<file path="config.mk">
export PLATFORM = sky130hd
export DESIGN_NAME = lidar_frame_parser_top
export DESIGN_NICKNAME = d
export VERILOG_FILES = /design/src/rtl/core/lfp_pkg.sv /design/src/rtl/core/lidar_frame_parser_top.sv
export VERILOG_INCLUDE_DIRS = /design/src /design/src/rtl/core
export SDC_FILE = /design/constraint.sdc
export NUM_CORES = 1
export LEC_CHECK = 0
export BUFFER_PORTS_ARGS = -buffer_cell sky130_fd_sc_hd__buf_2
export CORE_MARGIN = 5
export CORE_UTILIZATION = 35
export DETAILED_ROUTE_END_ITERATION = 10
export PLACE_DENSITY_LB_ADDON = 0.08
export SYNTH_ARGS = -nofsm -noshare
export SYNTH_HDL_FRONTEND = slang
export SYNTH_SLANG_ARGS = --single-unit
</file>
<file path="constraint.sdc">
create_clock -name aclk -period 4.27 [get_ports aclk]
set_clock_uncertainty 0.15 [all_clocks]
set_input_delay 0.427 -clock aclk [delete_from_list [all_inputs] [get_ports aclk]]
set_output_delay 0.427 -clock aclk [all_outputs]
set_load 0.05 [all_outputs]
</file>
<file path="src/rtl/core/assert_macros.svh">
// Assertion macros shared by the RTL of the lidar frame parser.
`ifndef ASSERT_MACROS_SVH
`define ASSERT_MACROS_SVH

// Same-cycle implication, disabled while reset is active.
`define ASSERT_IMPL(label, clk, rst_n, ante, cons) \
    label: assert property (@(posedge clk) disable iff (!(rst_n)) (ante) |-> (cons)) \
        else $error("same-cycle implication failed");

// Next-cycle implication, disabled while reset is active.
`define ASSERT_NEXT(label, clk, rst_n, ante, cons) \
    label: assert property (@(posedge clk) disable iff (!(rst_n)) (ante) |=> (cons)) \
        else $error("next-cycle implication failed");

`endif

</file>
<file path="src/rtl/core/lfp_pkg.sv">
// Types and constants of the lidar frame parser.
`timescale 1ns / 1ps
`default_nettype none

package lfp_pkg;

    localparam logic [7:0] MAX_MEASURES = 8'd64;
    localparam logic [7:0] BOUND_BYTE   = 8'hFF;
    localparam logic [7:0] ACT_MAX      = 8'd16;
    localparam logic [7:0] ROI_BYTE_MAX = 8'd14;
    localparam logic [3:0] ROI_RESET    = 4'd4;
    localparam logic [1:0] RUN_LAST     = 2'd2;
    localparam logic [2:0] DIV_LAST     = 3'd7;

    typedef enum logic [1:0] {
        KIND_HEADER = 2'd0,
        KIND_MEAS   = 2'd1,
        KIND_END    = 2'd2,
        KIND_BAD    = 2'd3
    } kind_t;

    typedef enum logic [2:0] {
        PH_WAIT = 3'd0,
        PH_HDR1 = 3'd1,
        PH_HDR2 = 3'd2,
        PH_REC0 = 3'd3,
        PH_REC1 = 3'd4,
        PH_REC2 = 3'd5
    } phase_t;

    typedef enum logic [1:0] {
        JOB_EMPTY = 2'd0,
        JOB_DIV   = 2'd1,
        JOB_READY = 2'd2
    } job_t;

    typedef struct packed {
        kind_t       kind;
        logic [7:0]  active_sensors;
        logic        header_valid;
        logic [7:0]  measures_announced;
        logic [15:0] distance;
        logic [7:0]  measure_count;
    } res_t;

endpackage

`default_nettype wire

</file>
<file path="src/rtl/core/lidar_frame_parser_top.sv">
// Lidar frame parser top level: byte-level frame decoding with a bit-serial divider.
// Header, frame end and bad-record results go from the byte that causes them through the job
//   slot and the output register to m_valid; measurements first take the 8-step divider.
// A byte that causes no result leaves s_ready high; one that causes a result holds s_ready low
//   until the result moves to the output register; the divider makes one quotient bit a cycle.
// Reset: synchronous, active low; clears parser state, job slot, output valid, roi_count to 4.
`timescale 1ns / 1ps
`default_nettype none

`include "assert_macros.svh"

module lidar_frame_parser_top
    import lfp_pkg::*;
(
    input  wire logic        aclk,
    input  wire logic        aresetn,

    input  wire logic        cfg_valid,
    output logic             cfg_ready,
    input  wire logic [3:0]  cfg_wdata,

    input  wire logic        s_valid,
    output logic             s_ready,
    input  wire logic [7:0]  s_rx_byte,

    output logic             m_valid,
    input  wire logic        m_ready,
    output logic [1:0]       m_kind,
    output logic [7:0]       m_active_sensors,
    output logic             m_header_valid,
    output logic [7:0]       m_measures_announced,
    output logic [7:0]       m_sensor_number,
    output logic [3:0]       m_roi_index,
    output logic [15:0]      m_distance,
    output logic [7:0]       m_measure_count
);

    // ------------------------------------------------------------------
    // Configuration register
    // ------------------------------------------------------------------
    logic [3:0] roi_reg;

    // Always take a configuration transfer; writes must arrive only while idle, which the block does not enforce.
    assign cfg_ready = 1'b1;

    always_ff @(posedge aclk) begin
        if (!aresetn) begin
            roi_reg <= ROI_RESET;
        end else if (cfg_valid && cfg_ready) begin
            roi_reg <= cfg_wdata;
        end
    end

    // ------------------------------------------------------------------
    // Parser state
    // ------------------------------------------------------------------
    logic        in_frame_reg,  in_frame_next;
    logic [1:0]  run_reg,       run_next;
    phase_t      phase_reg,     phase_next;
    logic [15:0] held_reg,      held_next;    // partial header or record, newest byte low
    logic        pend_vld_reg,  pend_vld_next;
    logic [23:0] pend_rec_reg,  pend_rec_next;
    logic [7:0]  stored_reg,    stored_next;

    // Result produced by the byte on s_rx_byte, used only on a transfer.
    res_t        res;
    logic        res_valid;
    logic        res_div;
    logic [7:0]  res_dividend;

    logic        s_xfer;
    logic        is_ff;
    logic [23:0] emit_rec;
    logic        emit;
    logic [23:0] rec_full;

    assign s_xfer   = s_valid && s_ready;
    assign is_ff    = (s_rx_byte == BOUND_BYTE);
    assign rec_full = {held_reg, s_rx_byte};

    always_comb begin
        in_frame_next = in_frame_reg;
        run_next      = run_reg;
        phase_next    = phase_reg;
        held_next     = held_reg;
        pend_vld_next = pend_vld_reg;
        pend_rec_next = pend_rec_reg;
        stored_next   = stored_reg;
        res           = '0;
        res_valid     = 1'b0;
        res_div       = 1'b0;
        res_dividend  = 8'd0;
        emit          = 1'b0;
        emit_rec      = 24'd0;

        if (!in_frame_reg) begin
            // Hunt for the opening run of three bound bytes.
            if (is_ff) begin
                if (run_reg >= RUN_LAST) begin
                    in_frame_next = 1'b1;
                    run_next      = 2'd0;
                    phase_next    = PH_WAIT;
                    held_next     = 16'd0;
                    pend_vld_next = 1'b0;
                    pend_rec_next = 24'd0;
                    stored_next   = 8'd0;
                end else begin
                    run_next = run_reg + 2'd1;
                end
            end else begin
                run_next = 2'd0;
            end
        end else if (phase_reg == PH_WAIT) begin
            // Skip extra bound bytes, then take the first header byte.
            if (!is_ff) begin
                held_next  = {8'd0, s_rx_byte};
                phase_next = PH_HDR1;
                run_next   = 2'd0;
            end
        end else if (is_ff && (run_reg >= RUN_LAST)) begin
            // Closing run complete: report frame end, drop any pending record.
            res.kind       = KIND_END;
            res.measure_count = stored_reg;
            res_valid      = 1'b1;
            in_frame_next  = 1'b0;
            run_next       = 2'd0;
            phase_next     = PH_WAIT;
            held_next      = 16'd0;
            pend_vld_next  = 1'b0;
            pend_rec_next  = 24'd0;
        end else begin
            if (is_ff) begin
                run_next = run_reg + 2'd1;
            end else begin
                run_next = 2'd0;
                // A non-bound byte proves the held-back record was data.
                if (pend_vld_reg) begin
                    emit          = 1'b1;
                    emit_rec      = pend_rec_reg;
                    pend_vld_next = 1'b0;
                    pend_rec_next = 24'd0;
                end
            end

            unique case (phase_reg)
                PH_HDR1: begin
                    held_next  = {held_reg[7:0], s_rx_byte};
                    phase_next = PH_HDR2;
                end
                PH_HDR2: begin
                    res.kind               = KIND_HEADER;
                    res.active_sensors     = held_reg[15:8];
                    res.header_valid       = (held_reg[15:8] != 8'd0) &&
                                             (held_reg[15:8] <= ACT_MAX) &&
                                             (held_reg[7:0] <= ROI_BYTE_MAX);
                    res.measures_announced = s_rx_byte;
                    res_valid              = 1'b1;
                    held_next              = 16'd0;
                    phase_next             = PH_REC0;
                end
                PH_REC0: begin
                    held_next  = {8'd0, s_rx_byte};
                    phase_next = PH_REC1;
                end
                PH_REC1: begin
                    held_next  = {held_reg[7:0], s_rx_byte};
                    phase_next = PH_REC2;
                end
                PH_REC2: begin
                    held_next  = 16'd0;
                    phase_next = PH_REC0;
                    if (stored_reg < MAX_MEASURES) begin
                        if (!is_ff) begin
                            emit     = 1'b1;
                            emit_rec = rec_full;
                        end else begin
                            // Hold it back: this byte may open the closing run.
                            pend_vld_next = 1'b1;
                            pend_rec_next = rec_full;
                        end
                    end
                end
                default: begin
                    phase_next = PH_WAIT;
                end
            endcase

            if (emit) begin
                stored_next       = stored_reg + 8'd1;
                res.distance      = emit_rec[15:0];
                res.measure_count = stored_reg + 8'd1;
                res_valid         = 1'b1;
                if (emit_rec[23:16] == 8'd0) begin
                    res.kind = KIND_BAD;
                end else begin
                    res.kind     = KIND_MEAS;
                    res_div      = 1'b1;
                    res_dividend = emit_rec[23:16] - 8'd1;
                end
            end
        end
    end

    always_ff @(posedge aclk) begin
        if (!aresetn) begin
            in_frame_reg <= 1'b0;
            run_reg      <= 2'd0;
            phase_reg    <= PH_WAIT;
            held_reg     <= 16'd0;
            pend_vld_reg <= 1'b0;
            pend_rec_reg <= 24'd0;
            stored_reg   <= 8'd0;
        end else if (s_xfer) begin
            in_frame_reg <= in_frame_next;
            run_reg      <= run_next;
            phase_reg    <= phase_next;
            held_reg     <= held_next;
            pend_vld_reg <= pend_vld_next;
            pend_rec_reg <= pend_rec_next;
            stored_reg   <= stored_next;
        end
    end

    // ------------------------------------------------------------------
    // Job slot with bit-serial restoring divider
    // ------------------------------------------------------------------
    job_t        job_reg, job_next;
    res_t        job_res_reg;
    logic [3:0]  div_reg;      // divisor, zero roi_count acts as one
    logic [7:0]  qd_reg;       // dividend shifts out the top, quotient shifts in the bottom
    logic [3:0]  rem_reg;
    logic [2:0]  cnt_reg;

    logic        out_vld_reg;
    logic        out_free;
    logic        job_load;
    logic        job_move;
    logic [4:0]  trial;
    logic        trial_ge;
    logic [4:0]  trial_diff;

    assign s_ready  = (job_reg == JOB_EMPTY);
    assign out_free = !out_vld_reg || m_ready;

    assign trial      = {rem_reg, qd_reg[7]};
    assign trial_ge   = (trial >= {1'b0, div_reg});
    assign trial_diff = trial - {1'b0, div_reg};

    always_comb begin
        job_next = job_reg;
        job_load = 1'b0;
        job_move = 1'b0;
        unique case (job_reg)
            JOB_EMPTY: begin
                if (s_xfer && res_valid) begin
                    job_load = 1'b1;
                    job_next = res_div ? JOB_DIV : JOB_READY;
                end
            end
            JOB_DIV: begin
                if (cnt_reg == DIV_LAST) begin
                    job_next = JOB_READY;
                end
            end
            JOB_READY: begin
                if (out_free) begin
                    job_move = 1'b1;
                    job_next = JOB_EMPTY;
                end
            end
            default: begin
                job_next = JOB_EMPTY;
            end
        endcase
    end

    always_ff @(posedge aclk) begin
        if (!aresetn) begin
            job_reg <= JOB_EMPTY;
            cnt_reg <= 3'd0;
        end else begin
            job_reg <= job_next;
            if (job_load) begin
                cnt_reg <= 3'd0;
            end else if (job_reg == JOB_DIV) begin
                cnt_reg <= cnt_reg + 3'd1;
            end
        end
    end

    // Payload of the job slot and divider datapath.
    always_ff @(posedge aclk) begin
        if (job_load) begin
            job_res_reg <= res;
            div_reg     <= (roi_reg == 4'd0) ? 4'd1 : roi_reg;
            qd_reg      <= res_dividend;
            rem_reg     <= 4'd0;
        end else if (job_reg == JOB_DIV) begin
            // Advance one quotient bit: subtract where the trial remainder allows.
            qd_reg  <= {qd_reg[6:0], trial_ge};
            rem_reg <= trial_ge ? trial_diff[3:0] : trial[3:0];
        end
    end

    // ------------------------------------------------------------------
    // Output register
    // ------------------------------------------------------------------
    res_t       out_res_reg;
    logic [7:0] out_sensor_reg;
    logic [3:0] out_roi_reg;

    always_ff @(posedge aclk) begin
        if (!aresetn) begin
            out_vld_reg <= 1'b0;
        end else if (job_move) begin
            out_vld_reg <= 1'b1;
        end else if (m_ready) begin
            out_vld_reg <= 1'b0;
        end
    end

    // Non-measurement jobs load zero dividend, so quotient and remainder read zero.
    always_ff @(posedge aclk) begin
        if (job_move) begin
            out_res_reg    <= job_res_reg;
            out_sensor_reg <= qd_reg;
            out_roi_reg    <= rem_reg;
        end
    end

    assign m_valid              = out_vld_reg;
    assign m_kind               = out_res_reg.kind;
    assign m_active_sensors     = out_res_reg.active_sensors;
    assign m_header_valid       = out_res_reg.header_valid;
    assign m_measures_announced = out_res_reg.measures_announced;
    assign m_sensor_number      = out_sensor_reg;
    assign m_roi_index          = out_roi_reg;
    assign m_distance           = out_res_reg.distance;
    assign m_measure_count      = out_res_reg.measure_count;

    // ------------------------------------------------------------------
    // Assertions
    // ------------------------------------------------------------------
    `ASSERT_IMPL(a_stored_capped, aclk, aresetn, 1'b1, stored_reg <= MAX_MEASURES)
    `ASSERT_IMPL(a_pend_phase, aclk, aresetn, pend_vld_reg,
        in_frame_reg && (phase_reg == PH_REC0 || phase_reg == PH_REC1))
    `ASSERT_NEXT(a_div_done, aclk, aresetn, job_reg == JOB_DIV && cnt_reg == DIV_LAST,
        job_reg == JOB_READY)
    `ASSERT_IMPL(a_zero_decode, aclk, aresetn, out_vld_reg && out_res_reg.kind != KIND_MEAS,
        out_sensor_reg == 8'd0 && out_roi_reg == 4'd0)

endmodule

`default_nettype wire
</file>
== Yosys cells after proc, flatten, opt, wreduce, memory -nomap -nowiden ==
Index checks and enable logic that the tools add are counted.
Storage, ports and cells
  register bits after elaboration: 179
  bits of input ports: 17
  output and inout port bits: 58
  word-level logic and storage cells: 190
Operators by class
  $lt $le $gt $ge: 5
  add/sub/neg operators: 5
  eq/ne operators: 17
  mux-type cells: 101
  bitwise logic cells: 4
  reduce and logical (&&, ||, !) cells: 29
Operators with widths (count)
  two-way mux 24 bit: 18
  two-way mux 8 bit: 15
  two-way mux 16 bit: 6
  case mux 16 bit (3 select lines): 1
  two-way mux 1 bit: 38
  two-way mux 2 bit: 14
  two-way mux 3 bit: 6
  case mux 3 bit (4 select lines): 1
  == test 3 bit, second input constant: 3
  adder 8 x 1 -> 8 bit, second input constant: 1
  == test 8 bit, second input constant: 1
  <= comparator 8 x 4 -> 1 bit, second input constant: 1
  <= comparator 8 x 5 -> 1 bit, second input constant: 1
  logical NOT 8 bit: 1
  less-than comparator 8 x 7 -> 1 bit, second input constant: 1
  inequality test 2 bit, second input constant: 4
  AND reduction 4 bit: 2
  nonzero test 2 bit: 4
  nonzero test 8 bit: 1
  OR reduction 2 bit: 4
  OR reduction 4 bit: 2
  subtractor 8 x 1 -> 8 bit, second input constant: 1
  == test 3 x 2 -> 1 bit, second input constant: 2
  inequality test 6 x 3 -> 1 bit, second input constant: 1
  24 further kinds: 32

== Depth between registers and ports, before layout ==
Gate-level depths: netlist (run 1).
  word-level depth: 17
  depth in mapped cells: 13
  mapped depth without buffers: 11

== Worst setup path after synthesis (run 1) ==
OpenSTA, ideal clock, no wires.
  kind: register -> register
  start: register out_vld_reg, in the netlist m_valid
  end: register out_res_reg, in the netlist m_active_sensors[0], enable pin
  data required time: 3.645 ns
  clock period less this slack: 3.735 ns
  setup time: 0.475 ns
  cell stages (with the launch flop): 3
  path buffers: 0
  arrival: 3.110 ns
  path slack: 0.535 ns
  path through: dfxtp_1 -> nand2b_1 -> nor2b_1
On the way
  word-level cells in the longest chain between the ends: 4
Ends and longest elaborated chain
  start: declaration: RTL line lidar_frame_parser_top.sv:234  | logic out_vld_reg;
  start signal: assignment: RTL line lidar_frame_parser_top.sv:314  | out_vld_reg <= 1'b0;
  start signal: assignment: RTL line lidar_frame_parser_top.sv:316  | out_vld_reg <= 1'b1;
  start signal: assignment: RTL line lidar_frame_parser_top.sv:318  | out_vld_reg <= 1'b0;
  logical NOT 1 bit: RTL line lidar_frame_parser_top.sv:243  | assign out_free = !out_vld_reg || m_ready;
  logical OR 1 bit: RTL line lidar_frame_parser_top.sv:243
  two-way mux 1 bit: RTL line lidar_frame_parser_top.sv:266  | if (out_free) begin
  two-way mux 1 bit: RTL line lidar_frame_parser_top.sv:253  | unique case (job_reg)
  net job_move: RTL line lidar_frame_parser_top.sv:237  | logic job_move;
  end signal: assignment: RTL line lidar_frame_parser_top.sv:325  | out_res_reg <= job_res_reg;
  end: declaration: RTL line lidar_frame_parser_top.sv:308  | res_t out_res_reg;
The timed path passes the listed nets, and every way through them passes these cells.
A chain may end at the register's enable or synchronous reset.

== Worst setup path in the final report (run 1) ==
  start: register phase_reg[0]
  end: register job_res_reg[16] (netlist name), enable pin
On the way
  word-level cells in the longest chain between the ends: 12
  elaborated cells on any way between the ends: 15
  those cells by class: eq/ne (2); mux (11); reduce/logical (2)
Ends and longest elaborated chain
  start: declaration: RTL line lidar_frame_parser_top.sv:59  | phase_t phase_reg, phase_next;
  start signal: assignment: RTL line lidar_frame_parser_top.sv:216  | phase_reg <= phase_next;
  == test 3 bit: RTL line lidar_frame_parser_top.sv:145  | unique case (phase_reg)
  two-way mux 1 bit: RTL line lidar_frame_parser_top.sv:145
  two-way mux 1 bit: RTL line lidar_frame_parser_top.sv:120  | end else if (is_ff && (run_reg >= RUN_LAST)) begin
  two-way mux 1 bit: RTL line lidar_frame_parser_top.sv:113  | end else if (phase_reg == PH_WAIT) begin
  two-way mux 1 bit: RTL line lidar_frame_parser_top.sv:96  | if (!in_frame_reg) begin
  two-way mux 1 bit: RTL line lidar_frame_parser_top.sv:188  | if (emit) begin
  two-way mux 1 bit: RTL line lidar_frame_parser_top.sv:120
  two-way mux 1 bit (*): RTL line lidar_frame_parser_top.sv:113
  two-way mux 1 bit (*): RTL line lidar_frame_parser_top.sv:96
  logical AND 1 bit (*): RTL line lidar_frame_parser_top.sv:255  | if (s_xfer && res_valid) begin
  two-way mux 1 bit (*): RTL line lidar_frame_parser_top.sv:255
  two-way mux 1 bit (*): RTL line lidar_frame_parser_top.sv:253
  net job_load: RTL line lidar_frame_parser_top.sv:236  | logic job_load;
  end signal: assignment: RTL line lidar_frame_parser_top.sv:294  | job_res_reg <= res;
  end: declaration: RTL line lidar_frame_parser_top.sv:228  | res_t job_res_reg;
Mark *: on every way through the listed nets, which the timed path passes. The rest lies on a longest branch. The select of a mux whose other input is x is not followed.

==> results of run 1 <==
-- final cells by class --
class	count	area, um^2	share of cell area
sequential	179	4680	0.525
multi-input combinational	428	2720	0.305
timing repair buffer	86	463	0.0519
clock buffer	17	425	0.0477
tap	280	350	0.0393
clock inverter	15	224	0.0251
inverter	13	48.8	0.00547
-- layout by cell type (no fill, tap or decap), types with 25 or more instances in the layout --
cell	synthesis	final
dfxtp_1	69	69
nor2b_1	28	27
o21ai_0	29	29
buf_2	9	73
nor2_1	26	26
edfxtp_1	110	110
nand3_1	45	45
a21boi_0	25	25
nand2_1	58	58
a21oi_1	29	29
-- layer usage --
metal,up-vias,routed length [um],GRT usage
met5,-,0,0
met2,145,8060,0.222
met4,0,262,0.0549
met1,2609,8470,0.205
li1,2554,-,-
met3,21,819,0.0323
-- cells by family after synthesis --
| group | Yosys count | synth area share |
|---|---|---|
| buffers and inverters | 55 | 0.0295 |
| adder cells (fa/ha/maj) | 12 | 0.0207 |
| XOR/XNOR | 7 | 0.00804 |
| AND/OR/NAND/NOR | 231 | 0.158 |
| other | 1 | 0.000492 |
| multiplexers | 12 | 0.0161 |
| flip-flops | 179 | 0.614 |
| AO/OA/AOI/OAI | 165 | 0.153 |
-- worst max-delay path by stage --
| stage | start | endpoint | slack, ns | depth (start not counted) |
|---|---|---|---|---|
| after floorplan | m_valid | m_active_sensors[0] | 0.54 | 2 |
| after global placement | phase_reg[0] | job_res_reg[25] | 1.11 | 7 |
| after detailed placement | s_rx_byte[1] | job_res_reg[25] | 1.04 | 7 |
| after CTS | phase_reg[0] | job_res_reg[16] | 1.05 | 7 |
| after global routing | phase_reg[0] | job_res_reg[16] | 0.87 | 7 |
| final | phase_reg[0] | job_res_reg[16] | 1.05 | 7 |
-- power by group --
part / leakage, nW / internal (mW) / switching, mW / total [mW]
combinational: 1.19 / 0.0157 / 0.0217 / 0.0374
sequential: 1.67 / 1.81 / 0.00154 / 1.82
clock: 0.316 / 1.04 / 0.668 / 1.71
total: 3.17 / 2.88 / 0.691 / 3.57
-- critical path, cell delays in order, from the launching register on --
cell     delay, ns
dfxtp_1       0.54
or3b_1        0.52
nor2_1        0.17
buf_4         0.22
o21ai_1       0.12
a31o_2        0.42
inv_2         0.42
buf_4         0.35
-- metrics by stage --
step                hold slack, ns  setup WS (ns)  cells  instance area (um^2)
global placement             0.256           1.11    986                  8270
global route                0.0900          0.868   1018                  8920
CTS                         0.0667           1.05   1018                  8920
floorplan                    0.250          0.535    662                  7630
finish                      0.0856           1.05   1018                  8920
detailed placement           0.257           1.04    986                  8270
==> impl_summary.log, run 1 <==
INFO  metric run_status = complete, no violations
INFO  metric sequential_share_of_the_synthesized_area = 0.614
INFO  metric post_cts_hold_buffer_count = 0
INFO  metric drive_gt1_frac = 0.184
INFO  metric drt_first_iter_violations = 330
INFO  metric p_leak = 3.17 nW
INFO  metric cellPowerDensity = 400 mW/mm^2
INFO  metric maximum_capacitance_violations = 0
INFO  metric final.min_clock_period = 3.22 ns
INFO  metric io_pins = 75
INFO  metric fraction_of_synthesis_flops_using_an_asynchronous_set_or_reset_pin = 0
INFO  metric final_util = 0.413
INFO  metric starting_density = 0.353
INFO  metric setup-tns-final = 0 ns
INFO  metric post-cts-setup-buffer-count = 0
INFO  metric cts_max_level = 4
INFO  metric hold_path_cell_cnt = 3
INFO  metric grt_use_total = 0.146
INFO  metric detail_route.vias_per_cell = 5.23
INFO  metric number_of_global_route_vias_before_repair = 5271
INFO  metric biggest_area_consumer_among_synthesized_cells = edfxtp_1
INFO  metric setup.worst_path.end_class = flop
INFO  metric design.final.nets = between 700 and 800
INFO  metric reg2reg_setup_slack = 1.05 ns
INFO  metric synth_fp_nets = approximately 690
INFO  metric antenna_found_initial = 0
INFO  metric tritoncts = built
INFO  metric clkSinkCount = 179
INFO  metric skew_pair_late_insertion_delay = 0.43 ns
INFO  metric grt_max_degree = 57
INFO  metric cells_after_synthesis = 662
INFO  metric grt_setup_unrepaired = false
INFO  metric coreArea = about 0.022 mm^2
INFO  metric drt-total-wl = 17600 um
INFO  metric hold_path_startpoint = cfg_wdata[2]
INFO  metric post_synthesis_instance_area = around 0.0076 mm^2
INFO  metric die_x = 158 um
INFO  metric worstHoldEndpoint = roi_reg[2]
INFO  metric tightest_slew = between 1 and 1.5 ns
INFO  metric arrival = ~3.2 ns
INFO  metric routedWlPerCell = 17.3 um
INFO  metric layout.filler_cells = 2101
INFO  metric worst_hold_path_type = in2reg
INFO  metric area_growth = 17.0%
INFO  metric worstRegToRegCells = 7
INFO  metric regToRegEndpoint = job_res_reg[16]
INFO  metric largest_register_ffs = 43
INFO  metric place.detailed.hpwl = 12100 um
INFO  metric gr-total-overflow = 0
INFO  metric setup_viol_count_final = 0
INFO  metric timing.setup.critical_path_class = reg2reg
INFO  metric fp.dieH = 158 um
INFO  metric max_clock_freq = 310 MHz
INFO  metric ctsLongestPathBuffers = 2
INFO  metric final-hold-violation-count = 0
INFO  metric synth.avg_cell_area = 11.5 um^2
INFO  metric synth_top_flop_cell = edfxtp_1
INFO  metric post-layout-total-power = 3.57 mW
INFO  metric gp_congestion = 0.855
INFO  metric relSlewSlack = 0.207
INFO  metric timing.critical_path.required = 4.23 ns
INFO  metric yosysWarnings = 0
INFO  metric drcViolationCount = 0
INFO  metric drtAntennaViolNets = 0
INFO  metric grt_pass1_wl = 28400 um
INFO  metric critPathLaunchType = flop
INFO  metric post_synth_num_cell_types = 66
INFO  metric clk_transition_reported_paths = 0.06 ns
INFO  metric peakVddDrop = 0.244 mV
INFO  metric dr.pass1.iters = 5
INFO  metric cts_inserted_buffers = 17
INFO  metric clock_tree.root_cell = clkbuf_16
INFO  metric synth_seq_cells = ~180
INFO  metric share_of_the_cycle_needed_by_the_critical_path_after_routing = 0.755
INFO  metric row_count = 54
INFO  metric critPathMaxFanout = 21
INFO  metric worstReg2RegStart = phase_reg[0]
INFO  metric yosysTopAreaCellShare = 0.433
INFO  metric drv_slew = 0
INFO  metric port-buffer-count = 73
INFO  metric resize_count_post_cts = 0
INFO  metric number_of_enable_flip_flop_cells_after_synthesis = 110
INFO  metric netlist_top_cells_area = edfxtp_1, dfxtp_1, nand3_1
INFO  metric synth.most_common_cell = edfxtp_1
INFO  metric netlist_top_cells_count = edfxtp_1, dfxtp_1, nand2_1
INFO  metric floorplan.die_area = approximately 0.025 mm^2
INFO  metric via_count = 5329
INFO  metric antenna_cells = 0
Note: power is estimated with default switching activity, not from simulation.
==> run 2, diff against run 1 <==
--- a/config.mk
+++ b/config.mk
@@ -6,6 +6,7 @@
 export SDC_FILE = /design/constraint.sdc
 export NUM_CORES = 1
 export LEC_CHECK = 0
+export ABC_AREA = 1
 export BUFFER_PORTS_ARGS = -buffer_cell sky130_fd_sc_hd__buf_2
 export CORE_MARGIN = 5
 export CORE_UTILIZATION = 35
==> constraint.sdc (replaced) <==
create_clock -name aclk -period 3 [get_ports aclk]
set_clock_uncertainty 0.15 [all_clocks]
set_input_delay 0.3 -clock aclk [delete_from_list [all_inputs] [get_ports aclk]]
set_output_delay 0.3 -clock aclk [all_outputs]
set_load 0.05 [all_outputs]
==> run 2 against run 1 <==
Against the previous run: maximum frequency is 28% higher; register-to-register slack worse by 0.57 ns; via count grew 3.9%; utilization increased by 0.36 points; synthesized cell count increased by 19%; flip-flop and latch count did not move; sequential power grew 43%; clock power grew 42%; highest routed layer unchanged; cell area grew 0.88%; die area shrank 0.34%; wire length is 1.6% higher; critical path depth increased by 2.
==> impl_summary.log, run 2 <==
INFO  metric run_status = complete, no violations
INFO  metric fp.dieH = 157 um
INFO  metric worstPathCellList = nand3_1, nor2_4, nand2_4, nand2_2, inv_2, nand3_1, nand2_2, inv_2, buf_4
INFO  metric fraction_of_synthesis_flops_using_an_asynchronous_set_or_reset_pin = 0
INFO  metric timing.critical_path.slowest_stage_cell = dfxtp_1
INFO  metric resize_count_post_cts = 0
INFO  metric drv_slew = 0
INFO  metric row_count = 54
INFO  metric timing.setup.critical_path_class = reg2reg
INFO  metric synth_seq_cells = 179
INFO  metric final-hold-violation-count = 0
INFO  metric die_x = 157 um
INFO  metric netlist_top_cells_count = nand2_1, edfxtp_1, nor2_1
INFO  metric coreArea = 0.0216 mm^2
INFO  metric gp_congestion = 0.799
INFO  metric ctsLongestPathBuffers = 2
INFO  metric number_of_enable_flip_flop_cells_after_synthesis = 110
INFO  metric relSlewSlack = 0.484
INFO  metric yosysTopAreaCellShare = 0.435
INFO  metric netlist_top_cells_area = edfxtp_1, dfxtp_1, nand2_1
INFO  metric grt_pass1_wl = roughly 29000 um
INFO  metric finalNonFillerCells = 1164
INFO  metric biggest_area_consumer_among_synthesized_cells = edfxtp_1
INFO  metric worst_hold_path_type = in2reg
INFO  metric synth.avg_cell_area = 9.64 um^2
INFO  metric final_cell_mix = nand2_1, edfxtp_1, nor2_1
INFO  metric clk_transition_reported_paths = 0.07 ns
INFO  metric p_leak = 3.41 nW
INFO  metric critical-path-max-stage-delay = 0.55 ns
INFO  metric drive_gt1_frac = 0.196
INFO  metric timing.critical_path.required = 2.96 ns
INFO  metric io_pins = 75
INFO  metric post_dp_cell_area = between 0.008 and 0.009 mm^2
INFO  metric cts_max_level = 4
INFO  metric place.detailed.hpwl = between 10000 and 15000 um
INFO  metric number_of_global_route_vias_before_repair = 5579
INFO  metric sequential_share_of_the_synthesized_area = 0.616
INFO  metric layout_commonest_cell = nand2_1
INFO  metric skew_pair_late_insertion_delay = 0.44 ns
INFO  metric cells_after_synthesis = roughly 790
INFO  metric critPathMaxFanout = 24
INFO  metric setup.worst_path.end_class = flop
INFO  metric tightest_slew = 0.774 ns
INFO  metric synth.most_common_cell = nand2_1
INFO  metric via_count = 5535
INFO  metric max_clock_freq = 397 MHz
INFO  metric drtAntennaViolNets = 0
INFO  metric setup_slack = between 0.4 and 0.5 ns
INFO  metric peakVddDrop = approximately 0.36 mV
INFO  metric cp_num_buf_inv = 3
INFO  metric grt_max_degree = 56
INFO  metric floorplan.die_area = 0.0248 mm^2
INFO  metric synth_top_flop_cell = edfxtp_1
INFO  metric drcViolationCount = 0
INFO  metric antenna_cells = 0
INFO  metric grt_setup_unrepaired = false
INFO  metric layout.filler_cells = 2121
INFO  metric dr.pass1.iters = 5
INFO  metric setup_viol_count_final = 0
INFO  metric post_synth_num_cell_types = 40
INFO  metric port-buffer-count = 73
INFO  metric clock_tree.root_cell = clkbuf_16
INFO  metric post_synthesis_instance_area = roughly 0.0076 mm^2
INFO  metric final.min_clock_period = 2.52 ns
INFO  metric area_growth = 18.4%
INFO  metric yosysWarnings = 0
INFO  metric largest_register_ffs = 43
INFO  metric detailedPlace.worstSlack = 0.371 ns
INFO  metric gr-total-overflow = 0
INFO  metric clkSinkCount = ~180
INFO  metric worst_path_dominant_cell_family = simple AND/OR/NAND/NOR gates
INFO  metric cts_inserted_buffers = 17
INFO  metric place.detailed.instances = 1126
INFO  metric antenna_found_initial = 0
INFO  metric cellPowerDensity = approximately 570 mW/mm^2
INFO  metric post-layout-total-power = just over 5 mW
INFO  metric share_of_the_cycle_needed_by_the_critical_path_after_routing = 0.840
INFO  metric maximum_capacitance_violations = 0
INFO  metric setup-tns-final = 0 ns
INFO  metric tritoncts = built
INFO  metric detail_route.vias_per_cell = 4.76
INFO  metric arrival = 2.48 ns
INFO  metric drt-total-wl = about 18000 um
INFO  metric post-cts-setup-buffer-count = 0
INFO  metric drt_first_iter_violations = 288
INFO  metric critPathLaunchType = flop
INFO  metric starting_density = 0.351
INFO  metric grt_use_total = 0.152
INFO  metric design.final.nets = 900
INFO  metric area_used_by_multi_input_combinational_logic = 0.00248 mm^2
INFO  metric routedWlPerCell = 15.4 um
INFO  metric layout.area.seq = 0.00468 mm^2
INFO  metric final_area = 0.00900 mm^2
INFO  metric post_cts_hold_buffer_count = 6
INFO  metric synth_fp_nets = 817
==> run 2: cell count changes after synthesis, moves of 13 or more <==
| cell | delta |
|---|---|
| nand2_2 | +13 |
| inv_2 | +15 |
| nand2_1 | +123 |
| a21boi_0 | -25 |
| nor2_1 | +59 |
| o21a_1 | -16 |
| nor2b_1 | -28 |
| inv_1 | +49 |
| and2_1 | -21 |
| a22oi_1 | -15 |
| clkbuf_1 | -16 |
| a21oi_1 | +39 |
==> run 2: layout make-up <==
cell class,instances,share of cell area
Sequential cell,179,0.521
Inverter,78,0.0328
Clock inverter,15,0.0252
Multi-Input combinational cell,503,0.276
Clock buffer,17,0.0473
Tap cell,280,0.0389
Timing Repair Buffer,92,0.0595
==> run 2: per-layer routing <==
layer / vias to the layer above / wire (um) / global-route usage
met2: 137 / 8240 / 0.237
li1: 2791 / - / -
met1: 2584 / 8570 / 0.212
met5: - / 0 / 0
met4: 0 / 256 / 0.0598
met3: 23 / 832 / 0.0280
==> run 2: worst reg2reg max path, cell delays in order (launching register included) <==
cell	delay, ns
dfxtp_1	0.55
nand3_1	0.18
nor2_4	0.26
nand2_4	0.09
nand2_2	0.13
inv_2	0.07
nand3_1	0.08
nand2_2	0.20
inv_2	0.17
buf_4	0.31
==> run 2: worst paths after layout <==
| kind | startpoint | to | slack, ns | cells after the start |
|---|---|---|---|---|
| hold / removal | cfg_valid | roi_reg[3] | 0.04 | 3 |
| setup / recovery | phase_reg[2] | job_res_reg[31] | 0.48 | 9 |
| hold reg to reg | job_res_reg[18] | m_distance[10] | 0.27 | 0 |
| setup reg to reg | phase_reg[2] | job_res_reg[31] | 0.48 | 9 |
==> run 2: power by group <==
part / internal (mW) / switching, mW / total, mW
logic: 0.0359 / 0.0617 / 0.0976
clock network: 1.42 / 1.01 / 2.43
registers: 2.59 / 0.0107 / 2.60
==> run 2: metrics by stage <==
| step | hold WS [ns] | util |
|---|---|---|
| floorplan | 0.250 | - |
| global route | 0.0293 | 0.416 |
| finish | 0.0406 | 0.416 |
| global placement | 0.252 | 0.383 |
| CTS | 0.0129 | 0.416 |
| detailed placement | 0.255 | 0.383 |
==> run 2: kinds of logic (layout without fill, tap and decap cells) <==
family          after synthesis  in the layout  synth area share
xor+xnor                      9              9            0.0104
buf+inv                     106            202            0.0585
simple gates                359            359             0.206
fa+ha+maj                    12             12            0.0207
compound gates              122            122            0.0878
flops                       179            179             0.616
other cells                   1              1          0.000494
==> run 3, diff against run 2 <==
--- a/config.mk
+++ b/config.mk
@@ -6,7 +6,7 @@
 export SDC_FILE = /design/constraint.sdc
 export NUM_CORES = 1
 export LEC_CHECK = 0
-export ABC_AREA = 1
+export ABC_AREA = 0
 export BUFFER_PORTS_ARGS = -buffer_cell sky130_fd_sc_hd__buf_2
 export CORE_MARGIN = 5
 export CORE_UTILIZATION = 35
==> constraint.sdc (replaced) <==
create_clock -name aclk -period 2.2 [get_ports aclk]
set_clock_uncertainty 0.15 [all_clocks]
set_input_delay 0.22 -clock aclk [delete_from_list [all_inputs] [get_ports aclk]]
set_output_delay 0.22 -clock aclk [all_outputs]
set_load 0.05 [all_outputs]
==> run 3 against run 2 <==
Against the previous run: the flow now finishes with violations (setup timing); worst hold slack improved by 0.0077 ns; sequential share of layout area decreased by 7.1 points; setup slack got worse by 0.72 ns; cell area increased by 16%; global-route usage increased by 1.1 points; cell count decreased by 2.2%; register-to-register slack got worse by 0.72 ns.
==> impl_summary.log, run 3 (same netlist as run 1, synthesis figures left out) <==
INFO  metric port-buffer-count = 73
INFO  metric worstRegToRegCells = 11
INFO  metric worst_path_dominant_cell_family = simple AND/OR/NAND/NOR gates
INFO  metric critPathMaxFanout = 6
INFO  metric worstPathCellList = buf_6, nor3b_4, nand2_2, and3_4, o21ai_4, ha_2, inv_2, a31oi_4, a41oi_4, nor2b_4, a22o_1
INFO  metric failed_checks = setup timing
INFO  metric cp_num_buf_inv = 2
INFO  metric largest_register_ffs = 43
INFO  metric io_pins = 75
INFO  metric power_report.internal_total = approximately 5.2 mW
INFO  metric antenna_found_initial = 0
INFO  metric timing.setup.critical_path_class = reg2reg
INFO  metric run_status = complete, but fails checks
INFO  metric tritoncts = built
INFO  metric dr.pass1.iters = 4
INFO  metric regToRegEndpoint = qd_reg[6]
INFO  metric netSwitchingPower = 1.53 mW
INFO  metric design.final.nets = 874
INFO  metric comb_power_share = 0.018
INFO  metric row_count = 54
INFO  metric setup_slack = -0.239 ns
INFO  metric setup_viol_count_final = between 40 and 50
INFO  metric fp.dieH = 158 um
INFO  metric reg2reg_setup_slack = -0.24 ns
INFO  metric drcViolationCount = 0
INFO  metric critical_path_depth = 11
INFO  metric area_growth = 36.9%
INFO  metric timing.critical_path.required = 2.23 ns
INFO  metric drive_gt1_frac = 0.357
INFO  metric max_clock_freq = 410 MHz
INFO  metric endpoint = qd_reg[6]
INFO  metric final_area = 0.0104 mm^2
INFO  metric skew_pair_late_insertion_delay = roughly 0.43 ns
INFO  metric clock_tree.root_cell = clkbuf_16
INFO  metric coreArea = 0.0216 mm^2
INFO  metric grt_setup_unrepaired = true
INFO  metric cts_inserted_buffers = 17
INFO  metric final_cell_mix = edfxtp_1, buf_4, buf_2
INFO  metric post_dp_cell_area = 0.00898 mm^2
INFO  metric cts_max_level = 4
INFO  metric die_x = about 160 um
INFO  metric place.detailed.instances = 1062
INFO  metric post-layout-total-power = 6.76 mW
INFO  metric relSlewSlack = 0.438
INFO  metric grt_pass1_wl = 31500 um
INFO  metric seq_power_share = 0.521
INFO  metric maximum_capacitance_violations = 0
INFO  metric antenna_cells = 0
INFO  metric final.min_clock_period = 2.44 ns
INFO  metric clkSinkCount = between 150 and 200
INFO  metric grt_max_degree = 56
INFO  metric worst_hold_path_type = in2reg
INFO  metric place.detailed.hpwl = 12800 um
INFO  metric peakVddDrop = 0.463 mV
INFO  metric finalNonFillerCells = 1138
INFO  metric gp_congestion = 0.852
INFO  metric critPathLaunchType = flop
INFO  metric drt-total-wl = 20200 um
INFO  metric worstReg2RegStart = stored_reg[6]
INFO  metric cellPowerDensity = roughly 650 mW/mm^2
INFO  metric timing.critical_path.slowest_stage_cell = dfxtp_2
INFO  metric critical-path-max-stage-delay = 0.34 ns
INFO  metric number_of_global_route_vias_before_repair = 5799
INFO  metric routedWlPerCell = between 15 and 20 um
INFO  metric detail_route.vias_per_cell = 5.11
INFO  metric p_sw_frac = 0.226
INFO  metric arrival = approximately 2.5 ns
INFO  metric tightest_slew = 0.843 ns
INFO  metric final-hold-violation-count = 0
INFO  metric ctsLongestPathBuffers = 2
INFO  metric layout_commonest_cell = edfxtp_1
INFO  metric floorplan.die_area = 0.0248 mm^2
INFO  metric layout.filler_cells = 1989
INFO  metric starting_density = 0.353
INFO  metric via_count = a little under 6000
INFO  metric drtAntennaViolNets = 0
INFO  metric gr-total-overflow = 0
INFO  metric clockPowerShare = 0.461
INFO  metric grt_use_total = 0.164
INFO  metric clk_transition_reported_paths = 0.08 ns
INFO  metric drv_slew = 0
INFO  metric cp-startpoint = stored_reg[6]
INFO  metric setup.worst_path.end_class = flop
INFO  metric share_of_the_cycle_needed_by_the_critical_path_after_routing = 1.11
INFO  metric p_leak = 3.86 nW
INFO  metric drt_first_iter_violations = 286
[run 3: cell count changes in the layout (fill, tap and decap cells not counted), moves of 26 or more]
cell and delta:
buf_4 +72, nor2b_1 +26, a21oi_1 -44, nand2_1 -129, nor2_1 -64, inv_1 -51
[run 3: metrics by stage]
step                      TNS [ns]  hold slack, ns   util  worst slack [ns]
after floorplan             -17.63           0.199      -            -0.480
after global placement      -13.66           0.251  0.415            -0.219
after detailed placement    -16.12           0.255  0.415            -0.278
after CTS                    -5.70          0.0356  0.466            -0.239
after global routing        -10.23          0.0432  0.483            -0.341
final                        -5.55          0.0483  0.483            -0.239
[run 3: layout make-up]
class | instances | area [um^2] | share of cell area
Multi-Input combinational cell | 428 | 2990 | 0.286
Clock buffer | 17 | 425 | 0.0407
Clock inverter | 15 | 183 | 0.0175
Tap cell | 280 | 350 | 0.0335
Sequential cell | 179 | 4690 | 0.449
Timing Repair Buffer | 206 | 1750 | 0.168
Inverter | 13 | 52.6 | 0.00503
[run 3: per-layer routing]
| metal | GRT usage | part of all wire |
|---|---|---|
| met1 | 0.225 | 0.47 |
| met5 | 0 | 0 |
| met2 | 0.262 | 0.47 |
| met4 | 0.0569 | 0.015 |
| met3 | 0.0298 | 0.046 |
[run 3: worst register-to-register path, cell delays in order, from the launching register on]
cell and delay (ns):
dfxtp_2 0.34, buf_6 0.12, nor3b_4 0.25, nand2_2 0.11
and3_4 0.17, o21ai_4 0.13, ha_2 0.19, inv_2 0.04
a31oi_4 0.17, a41oi_4 0.17, nor2b_4 0.19, a22o_1 0.17
[run 3: timing repair]
item | in CTS | in global routing
pin swaps | 14 | 28
hold buffers | 9 | 0
buffers inserted | 16 | 15
endpoints found under the setup margin | 136 | 118
cloned | 6 | 3
endpoints found under the hold margin | 5 | 0
resized for setup | 35 | 88
[run 3: how the worst min path moves through the flow]
stage                          from             endpoint  depth (start not counted)
global route           s_rx_byte[0]          held_reg[0]                          4
detailed placement  job_res_reg[36]  m_active_sensors[3]                          0
global placement     job_res_reg[0]   m_measure_count[0]                          0
CTS                    s_rx_byte[1]      job_res_reg[25]                          3
finish                 s_rx_byte[1]      job_res_reg[25]                          3
floorplan              cfg_wdata[2]           roi_reg[2]                          2
[run 3: power by group through the flow]
stage	Clock, mW	Combinational [mW]	Sequential (mW)
floorplan	0	0.0459	3.60
global placement	0	0.0945	3.60
detailed placement	0	0.0952	3.60
CTS	3.19	0.112	3.52
global route	3.33	0.126	3.52
finish	3.12	0.119	3.52
